### src/rtl/core/tbt_pkg.sv
// shared types and constants of the text bounding box tracker
package tbt_pkg;

    typedef enum logic [1:0] {
        ACT_LOAD   = 2'd0,
        ACT_START  = 2'd1,
        ACT_CHAR   = 2'd2,
        ACT_FINISH = 2'd3
    } t_action;

    typedef enum logic [2:0] {
        CFG_SCALE_X      = 3'd0,
        CFG_SCALE_Y      = 3'd1,
        CFG_CUSTOM_FONT  = 3'd2,
        CFG_FIRST_CHAR   = 3'd3,
        CFG_LAST_CHAR    = 3'd4,
        CFG_LINE_ADVANCE = 3'd5
    } t_cfg_reg;

    typedef struct packed {
        logic              [7:0] w;
        logic              [7:0] h;
        logic              [7:0] adv;
        logic signed       [7:0] ox;
        logic signed       [7:0] oy;
    } t_glyph;

    typedef struct packed {
        logic [7:0] scale_x;
        logic [7:0] scale_y;
        logic       use_custom_font;
        logic [7:0] first_char;
        logic [7:0] last_char;
        logic [7:0] line_advance;
    } t_cfg;

    typedef struct packed {
        logic [15:0] left_x;
        logic [15:0] top_y;
        logic [15:0] box_width;
        logic [15:0] box_height;
        logic [15:0] final_x;
        logic [15:0] final_y;
    } t_result;

    localparam logic [7:0]  CHAR_NEWLINE = 8'd10;
    localparam logic [7:0]  CHAR_RETURN  = 8'd13;
    localparam logic [7:0]  CELL_W       = 8'd6;
    localparam logic [7:0]  CELL_H       = 8'd8;
    localparam logic [15:0] LEAST_INIT   = 16'h7FFF;
    localparam logic [15:0] GREAT_INIT   = 16'h8001;

    localparam logic [7:0] RST_SCALE       = 8'd1;
    localparam logic [7:0] RST_FIRST_CHAR  = 8'd32;
    localparam logic [7:0] RST_LAST_CHAR   = 8'd126;
    localparam logic [7:0] RST_LINE_ADV    = 8'd8;

endpackage

### src/rtl/core/tbt_box_core.sv
// cursor and box extremes state with the per-word update and finish report
module tbt_box_core (
    input  logic                i_clk,
    input  logic                i_rst_n,
    input  logic                i_step,
    input  tbt_pkg::t_action    i_act,
    input  logic [7:0]          i_char,
    input  logic [15:0]         i_start_x,
    input  logic [15:0]         i_start_y,
    input  tbt_pkg::t_glyph     i_glyph,
    input  logic                i_glyph_ok,
    input  tbt_pkg::t_cfg       i_cfg,
    output tbt_pkg::t_result    o_result
);

    logic signed [15:0] r_cur_x, r_cur_y, r_org_x, r_org_y;
    logic signed [15:0] r_lx, r_ly, r_gx, r_gy;
    logic signed [15:0] n_cur_x, n_cur_y, n_org_x, n_org_y;
    logic signed [15:0] n_lx, n_ly, n_gx, n_gy;

    tbt_pkg::t_glyph    g;
    logic               in_range;
    logic signed [15:0] prod_ox, prod_oy;
    logic [15:0]        prod_w, prod_h, prod_adv, line_step;
    logic signed [15:0] x1, y1, x2, y2;
    logic [7:0]         line_unit;

    // glyph rectangle and cursor advance
    always_comb begin
        g = i_glyph_ok ? i_glyph : '0;
        if (!i_cfg.use_custom_font) begin
            g.w   = tbt_pkg::CELL_W;
            g.h   = tbt_pkg::CELL_H;
            g.adv = tbt_pkg::CELL_W;
            g.ox  = '0;
            g.oy  = '0;
        end
        in_range = !i_cfg.use_custom_font ||
                   ((i_char >= i_cfg.first_char) && (i_char <= i_cfg.last_char));
        // offset times scale always fits in 16 signed bits
        prod_ox  = 16'($signed(g.ox)) * 16'($signed({1'b0, i_cfg.scale_x}));
        prod_oy  = 16'($signed(g.oy)) * 16'($signed({1'b0, i_cfg.scale_y}));
        prod_w   = 16'(g.w) * 16'(i_cfg.scale_x);
        prod_h   = 16'(g.h) * 16'(i_cfg.scale_y);
        prod_adv = 16'(g.adv) * 16'(i_cfg.scale_x);
        x1 = r_cur_x + prod_ox[15:0];
        y1 = r_cur_y + prod_oy[15:0];
        x2 = x1 + prod_w - 16'd1;
        y2 = y1 + prod_h - 16'd1;
        line_unit = i_cfg.use_custom_font ? i_cfg.line_advance : tbt_pkg::CELL_H;
        line_step = 16'(line_unit) * 16'(i_cfg.scale_y);
    end

    always_comb begin
        n_cur_x = r_cur_x;
        n_cur_y = r_cur_y;
        n_org_x = r_org_x;
        n_org_y = r_org_y;
        n_lx    = r_lx;
        n_ly    = r_ly;
        n_gx    = r_gx;
        n_gy    = r_gy;
        case (i_act)
            tbt_pkg::ACT_START: begin
                n_org_x = i_start_x;
                n_org_y = i_start_y;
                n_cur_x = i_start_x;
                n_cur_y = i_start_y;
                n_lx    = tbt_pkg::LEAST_INIT;
                n_ly    = tbt_pkg::LEAST_INIT;
                n_gx    = tbt_pkg::GREAT_INIT;
                n_gy    = tbt_pkg::GREAT_INIT;
            end
            tbt_pkg::ACT_CHAR: begin
                if (i_char == tbt_pkg::CHAR_NEWLINE) begin
                    // newline returns to column zero, not to the origin
                    n_cur_x = '0;
                    n_cur_y = r_cur_y + line_step;
                end else if (i_char != tbt_pkg::CHAR_RETURN && in_range) begin
                    if (x1 < r_lx) n_lx = x1;
                    if (y1 < r_ly) n_ly = y1;
                    if (x2 > r_gx) n_gx = x2;
                    if (y2 > r_gy) n_gy = y2;
                    n_cur_x = r_cur_x + prod_adv;
                end
            end
            default: begin
            end
        endcase
    end

    always_ff @(posedge i_clk) begin
        if (!i_rst_n) begin
            r_cur_x <= '0;
            r_cur_y <= '0;
            r_org_x <= '0;
            r_org_y <= '0;
            r_lx    <= tbt_pkg::LEAST_INIT;
            r_ly    <= tbt_pkg::LEAST_INIT;
            r_gx    <= tbt_pkg::GREAT_INIT;
            r_gy    <= tbt_pkg::GREAT_INIT;
        end else if (i_step) begin
            r_cur_x <= n_cur_x;
            r_cur_y <= n_cur_y;
            r_org_x <= n_org_x;
            r_org_y <= n_org_y;
            r_lx    <= n_lx;
            r_ly    <= n_ly;
            r_gx    <= n_gx;
            r_gy    <= n_gy;
        end
    end

    // each axis is empty on its own when greatest is below least
    always_comb begin
        o_result = '0;
        o_result.left_x  = r_org_x;
        o_result.top_y   = r_org_y;
        o_result.final_x = r_cur_x;
        o_result.final_y = r_cur_y;
        if (r_gx >= r_lx) begin
            o_result.left_x    = r_lx;
            o_result.box_width = r_gx - r_lx + 16'd1;
        end
        if (r_gy >= r_ly) begin
            o_result.top_y      = r_ly;
            o_result.box_height = r_gy - r_ly + 16'd1;
        end
    end

endmodule

### config.mk
export PLATFORM = sky130hd
export DESIGN_NAME = tbt_box_core
export DESIGN_NICKNAME = d
export VERILOG_FILES = /design/src/rtl/core/tbt_pkg.sv /design/src/rtl/core/tbt_box_core.sv
export SDC_FILE = /design/constraint.sdc
export NUM_CORES = 2
export LEC_CHECK = 0
export BUFFER_PORTS_ARGS = -buffer_cell sky130_fd_sc_hd__buf_4
export CAP_MARGIN = 0
export CELL_PAD_IN_SITES_DETAIL_PLACEMENT = 0
export CELL_PAD_IN_SITES_GLOBAL_PLACEMENT = 1
export CORE_ASPECT_RATIO = 0.5
export CORE_MARGIN = 1
export CORE_UTILIZATION = 43
export DETAILED_ROUTE_END_ITERATION = 7
export GPL_TIMING_DRIVEN = 0
export PLACE_DENSITY_LB_ADDON = 0.1
export REMOVE_ABC_BUFFERS = 1
export SLEW_MARGIN = 0
export SYNTH_ARGS = -nofsm -noshare
export SYNTH_HDL_FRONTEND = slang
export SYNTH_SLANG_ARGS = --single-unit
### constraint.sdc
create_clock -name i_clk -period 9.1 [get_ports i_clk]
set_input_delay 0.455 -clock i_clk [delete_from_list [all_inputs] [get_ports i_clk]]
set_output_delay 0.455 -clock i_clk [all_outputs]
set_load 0.005 [all_outputs]
Yosys cells after proc, flatten, opt, wreduce, memory -nomap -nowiden
Cells that the tools add are included.
Storage, ports and cells
  output and inout port bits: 96
  input bits: 127
  flip-flop bits (word level): 128
  word-level logic and storage cells: 86
Operators by class
  mux-type cells: 28
  $lt $le $gt $ge: 8
  reduce and logical (&&, ||, !) cells: 12
  add/subtract/negate cells: 12
  $mul: 6
  equality and inequality tests: 12
Operators with widths (number)
  two-way mux 16 bit: 19
  case mux 16 bit (2 select lines): 6
  adder 16 bit: 6
  two-way mux 40 bit: 2
  multiplier 8 x 8 -> 16 bit: 4
  adder 16 x 1 -> 16 bit, second input constant: 2
  greater-or-equal comparator 16 bit: 2
  > comparator 16 bit: 2
  < comparator 16 bit: 2
  multiplier 8 x 9 -> 16 bit: 2
  subtractor 16 x 1 -> 16 bit, second input constant: 2
  subtractor 16 bit: 2
  AND reduction 5 bit: 4
  != test 2 bit, second input constant: 7
  equality test 8 x 4 -> 1 bit, second input constant: 1
  greater-or-equal comparator 8 bit: 1
  <= comparator 8 bit: 1
  two-way mux 8 bit: 1
  != test 8 x 4 -> 1 bit, second input constant: 1
  AND reduction 3 bit: 2
  != test 3 bit, second input constant: 1
  equality test 2 x 1 -> 1 bit, second input constant: 1
  equality test 2 bit, second input constant: 1
  logical AND 1 bit: 2
  other kinds (4): 4

Depth between registers and ports, before layout
  depth after elaboration: 11
  depth in mapped cells: 40
  depth with buffers taken out: 36

Worst setup path after synthesis
OpenSTA, ideal clock, no wires.
  kind: in2reg
  start point: in i_cfg[24] in the netlist's numbering
  end point: reg r_gx[15]
  data required time: 8.978 ns
  path buffers: 5
  path slack: 0.425 ns
  data arrival time: 8.553 ns
  library setup time: 0.122 ns
  stages on the path: 36
  path through: and2_1 > buf_2 > clkbuf_1 > clkbuf_1 > nand3_1 > fa_1 > fa_1 > inv_1 > fa_1 > fa_1 > inv_1 > fa_1 > inv_1 > ha_1 > a21oi_1 > o21ai_1 > a21oi_1 > o21ai_1 > or4b_1 > and3_1 > fa_1 > inv_1 > ha_1 > or4_1 > o211ai_1 > xor2_1 > ha_1 > nor3b_1 > nor2_1 > a21oi_1 > o21ai_0 > and4b_1 > clkbuf_1 > buf_2 > nand3_1 > o32a_1
Between the ends
  word-level cells in the longest chain between the ends: 9
  elaborated cells between the ends (all ways): 17
  classes of those cells: add/sub (3); mul (2); order compare (1); eq/ne (2); mux (5); reduce/logical (4)
RTL lines
  from (decl): line tbt_box_core.sv:12  | input tbt_pkg::t_cfg i_cfg,
  parallel branches: the longest is 9 deep, another holds multiplier 8 x 9 -> 16 bit
  to (signal assigned): line tbt_box_core.sv:100  | r_gx <= tbt_pkg::GREAT_INIT;
  to (signal assigned): line tbt_box_core.sv:109  | r_gx <= n_gx;
  to (decl): line tbt_box_core.sv:17  | logic signed [15:0] r_lx, r_ly, r_gx, r_gy;
Parallel ways; which one is timed is not known. The select of a mux whose other input is x is not followed.
A chain may end at the register's enable or synchronous reset.

Worst setup path after layout
  start point: in i_cfg[24] in the netlist's numbering
  end point: reg r_gy[6]
Between the ends
  word-level cells in the longest chain between the ends: 9
  elaborated cells between the ends (all ways): 17
  classes of those cells: add/sub (3); mul (2); order compare (1); eq/ne (2); mux (5); reduce/logical (4)
RTL lines
  parallel branches: the longest is 9 deep, another holds multiplier 8 x 9 -> 16 bit
  to (signal assigned): line tbt_box_core.sv:101  | r_gy <= tbt_pkg::GREAT_INIT;
  to (signal assigned): line tbt_box_core.sv:110  | r_gy <= n_gy;
  to (decl): line tbt_box_core.sv:17
Parallel ways; which one is timed is not known. The select of a mux whose other input is x is not followed.

==> flow_summary.json <==
{
  "min_from": "i_start_y[15]",
  "wl_per_cell_um": 18.2,
  "antenna_cells": 0,
  "switching_share": 0.485,
  "relSlewSlack": 0.174,
  "synth_fa_ha_area_frac": 0.450,
  "fp.dieArea_um2": 59800,
  "power_w": 0.00535,
  "place_congestion": 0.841,
  "drive_gt1_frac": 0.118,
  "synth_enable_flop_cells": 0,
  "grt_pass1_wl_um": 116000,
  "crit_slowest_cell": "fa_1",
  "core.rowCount": 62,
  "vias": 20600,
  "dp_hpwl_um": 56200,
  "post-synth-top-area-cell": "fa_1",
  "final_cell_mix": "inv_1 (586), ha_1 (385), nand2_1 (355), fa_1 (326), buf_4 (229)",
  "utilization": 0.493,
  "async_flop_share": 0,
  "synthesis.instances": 3036,
  "grt_usage": 0.248,
  "synth_ff_type": "dfxtp_1",
  "worstSetupStartpointType": "input pin",
  "finalWirelength_um": 71700,
  "ant_nets": 0,
  "cp_num_buf_inv": 7,
  "p_sw_w": 0.00259,
  "syn_avg_cell_area_um2": 8.32,
  "clk_pin_slew_ps": 60,
  "grt_max_degree": 73,
  "nFillCells": 5842,
  "route.detailed.drc": 0,
  "seq_area_frac_synth": 0.101,
  "vias_per_cell": 5.23,
  "nNetsFinal": 4007,
  "end_kind": "flop",
  "post-route-period-util": 0.963,
  "cts_buffers": 17,
  "slew_violations": 0,
  "fin_crit_ps": 8760,
  "hold_viol_final": 0,
  "crit_start": "i_cfg[24]",
  "pwr-share-comb": 0.749,
  "grt_overflow": 0,
  "cts.sinks": 128,
  "layout_commonest_cell": "inv_1",
  "r2r_start": "r_cur_y[7]$_SDFFE_PN0P_",
  "synth_compound_area_frac": 0.101,
  "status": "completed",
  "fin_area_um2": 28500,
  "cts_tree": "done",
  "synthXorXnorAreaFrac": 0.0361,
  "crit_family": "adder cells",
  "cpMostUsedCell": "fa_1",
  "maxCapViolCount": 0,
  "synth_area_um2": 25300,
  "p_int_w": 0.00276,
  "critPathKind": "in -> reg",
  "yosysTopAreaCellShare": 0.258,
  "ioPinCount": 223,
  "synth-seq-cells": 128,
  "dieHeight_um": 173,
  "dr.pass1.iters": 8,
  "port_buffers": 222,
  "clk_path_buf_depth": 2,
  "antenna_found_initial": 2,
  "powerDensity_nw_per_um2": 188,
  "yosys-top-cells-area": "fa_1 (26%), ha_1 (19%), dfxtp_1 (10%)",
  "ys_types": 78,
  "grt_pass1_vias": 21700,
  "ys_warn_count": 0,
  "critPathRequiredTime_ps": 9480,
  "p_leak_nw": 15.0,
  "yosys.area_share.simple": 0.173,
  "syn_to_final_growth_pct": 12.6,
  "setup_viol": 0,
  "seq_power_share": 0.120,
  "cts-root-buf": "clkbuf_16",
  "fin_worst_skew_ps": 20.7,
  "fmax_ghz": 0.114,
  "synth_top_family_by_area": "adder cells",
  "htreeDepth": 4,
  "clk_latency_ps": 460,
  "worst_pin_slew_ps": 1230,
  "slowest_delay_ps": 490,
  "ir_drop_mv": 0.163,
  "place_area_um2": 27500,
  "power_frac_clock": 0.131,
  "yosys-mux-area-fraction": 0.0309,
  "initial_core_util": 0.438,
  "hold_class": "in -> reg",
  "core_area_um2": 57700,
  "cp_data_arrival_time_ps": 9150,
  "drt_iter0_drc": 1096,
  "worstPathMaxFanout": 36,
  "die_w_um": 345
}
-- routing by layer --
metal  GRT usage  wire (µm)  vias up
met2       0.434      35900      301
met5           0          0        -
li1            -          -    10000
met1       0.324      32300    10200
met3      0.0266       2040       75
met4      0.0644       1470        0
-- cells in the mapped netlist, types with 5 or more instances --
| cell | n |
|---|---|
| o21bai_1 | 14 |
| o21a_1 | 23 |
| fa_1 | 326 |
| a31oi_1 | 14 |
| xor2_1 | 29 |
| a22oi_1 | 12 |
| mux2_2 | 43 |
| nand3b_1 | 7 |
| xnor2_1 | 75 |
| o31ai_1 | 7 |
| nor2_1 | 141 |
| nand2b_1 | 21 |
| o21ai_1 | 11 |
| nand3_1 | 69 |
| inv_1 | 587 |
| buf_2 | 9 |
| a21oi_1 | 120 |
| o31a_1 | 5 |
| and2_1 | 72 |
| clkbuf_1 | 121 |
| a211oi_1 | 19 |
| or2_2 | 10 |
| or3_1 | 6 |
| nor4_1 | 16 |
| ha_1 | 386 |
| a21o_1 | 27 |
| o211ai_1 | 10 |
| mux2i_1 | 22 |
| dfxtp_1 | 128 |
| mux2_4 | 5 |
| a2111oi_0 | 5 |
| nand2_1 | 358 |
| o21ai_0 | 69 |
| and3_1 | 125 |
| nor2_2 | 5 |
| nor3_1 | 20 |
| nor2b_1 | 24 |
| a311oi_1 | 7 |
| nand4_1 | 17 |
-- metrics by stage --
| step | setup TNS (ps) | worst slack, ps | hold slack (ps) | std cells |
|---|---|---|---|---|
| floorplan | -33610 | -1350 | 433 | 2903 |
| global placement | -241890 | -4770 | 439 | 3893 |
| detailed placement | -64520 | -2030 | 444 | 3899 |
| CTS | 0 | 64.5 | 239 | 3937 |
| global route | -8.82 | -8.82 | 259 | 3947 |
| finish | 0 | 337 | 263 | 3947 |
-- flip-flops by register name, indices dropped and copies added, names as in the netlist --
| signal | count |
|---|---|
| r_cur_x | 16 |
| r_cur_y | 16 |
| r_gx | 16 |
| r_gy | 16 |
| r_lx | 16 |
| r_ly | 16 |
| r_org_x | 16 |
| r_org_y | 16 |
-- path summary, 6_finish.rpt --
path | cells after the start | endpoint | slack, ps
worst min-delay path | 3 | r_org_y[15]$_SDFFE_PN0P_ | 260
worst min register to register | 2 | r_org_x[0]$_SDFFE_PN0P_ | 450
worst max-delay path | 36 | r_gy[6]$_SDFFE_PN0P_ | 340
worst max register to register | 32 | r_gy[6]$_SDFFE_PN0P_ | 750
-- final cells by class --
| cell class | count | area [µm²] | share of cell area |
|---|---|---|---|
| Tap cell | 768 | 961 | 0.0338 |
| Inverter | 587 | 2210 | 0.0775 |
| Multi-Input combinational cell | 2193 | 20200 | 0.709 |
| Sequential cell | 128 | 2560 | 0.0900 |
| Clock inverter | 6 | 57.6 | 0.00202 |
| Clock buffer | 24 | 492 | 0.0173 |
| Timing Repair Buffer | 241 | 2000 | 0.0702 |
-- cell families (layout without fill, tap and decap cells) --
kind of cell               after synthesis  after routing
adders and majority gates              712            712
and+or+nand+nor                        910            915
xor gates and xnor gates               104            104
DFF                                    128            128
buffers and inverters                  720            858
muxes                                   70             70
AOI/OAI and AO/OA                      392            392
-- repair_timing --
action | in CTS | in global routing
endpoints found under the hold margin | 0 | 0
gates cloned | 3 | 4
setup endpoints to repair | 48 | 32
resized for setup | 17 | 21
hold buffers | 0 | 0
pin swaps | 2 | 9
setup buffers | 5 | 6
-- power groups by stage --
stage / Sequential, W / Combinational [W] / Clock [W]
2_1_floorplan: 0.000637 / 0.00289 / 0
3_3_place_gp: 0.000655 / 0.00388 / 0
3_5_place_dp: 0.000656 / 0.00392 / 0
4_1_cts: 0.000643 / 0.00397 / 0.000714
5_1_grt: 0.000648 / 0.00458 / 0.000730
6_report: 0.000643 / 0.00401 / 0.000699
-- worst reg2reg max path: cells and delay by family (launching register included) --
kind                     cells  cell delay (ps)
adder cells (fa/ha/maj)      9             3990
AO/OA/AOI/OAI                9             1780
AND/OR/NAND/NOR              4              760
XOR/XNOR                     3              550
flip-flops                   1              420
buffers and inverters        6              420
multiplexers                 1              350
Power figures use the tool's default switching activity.
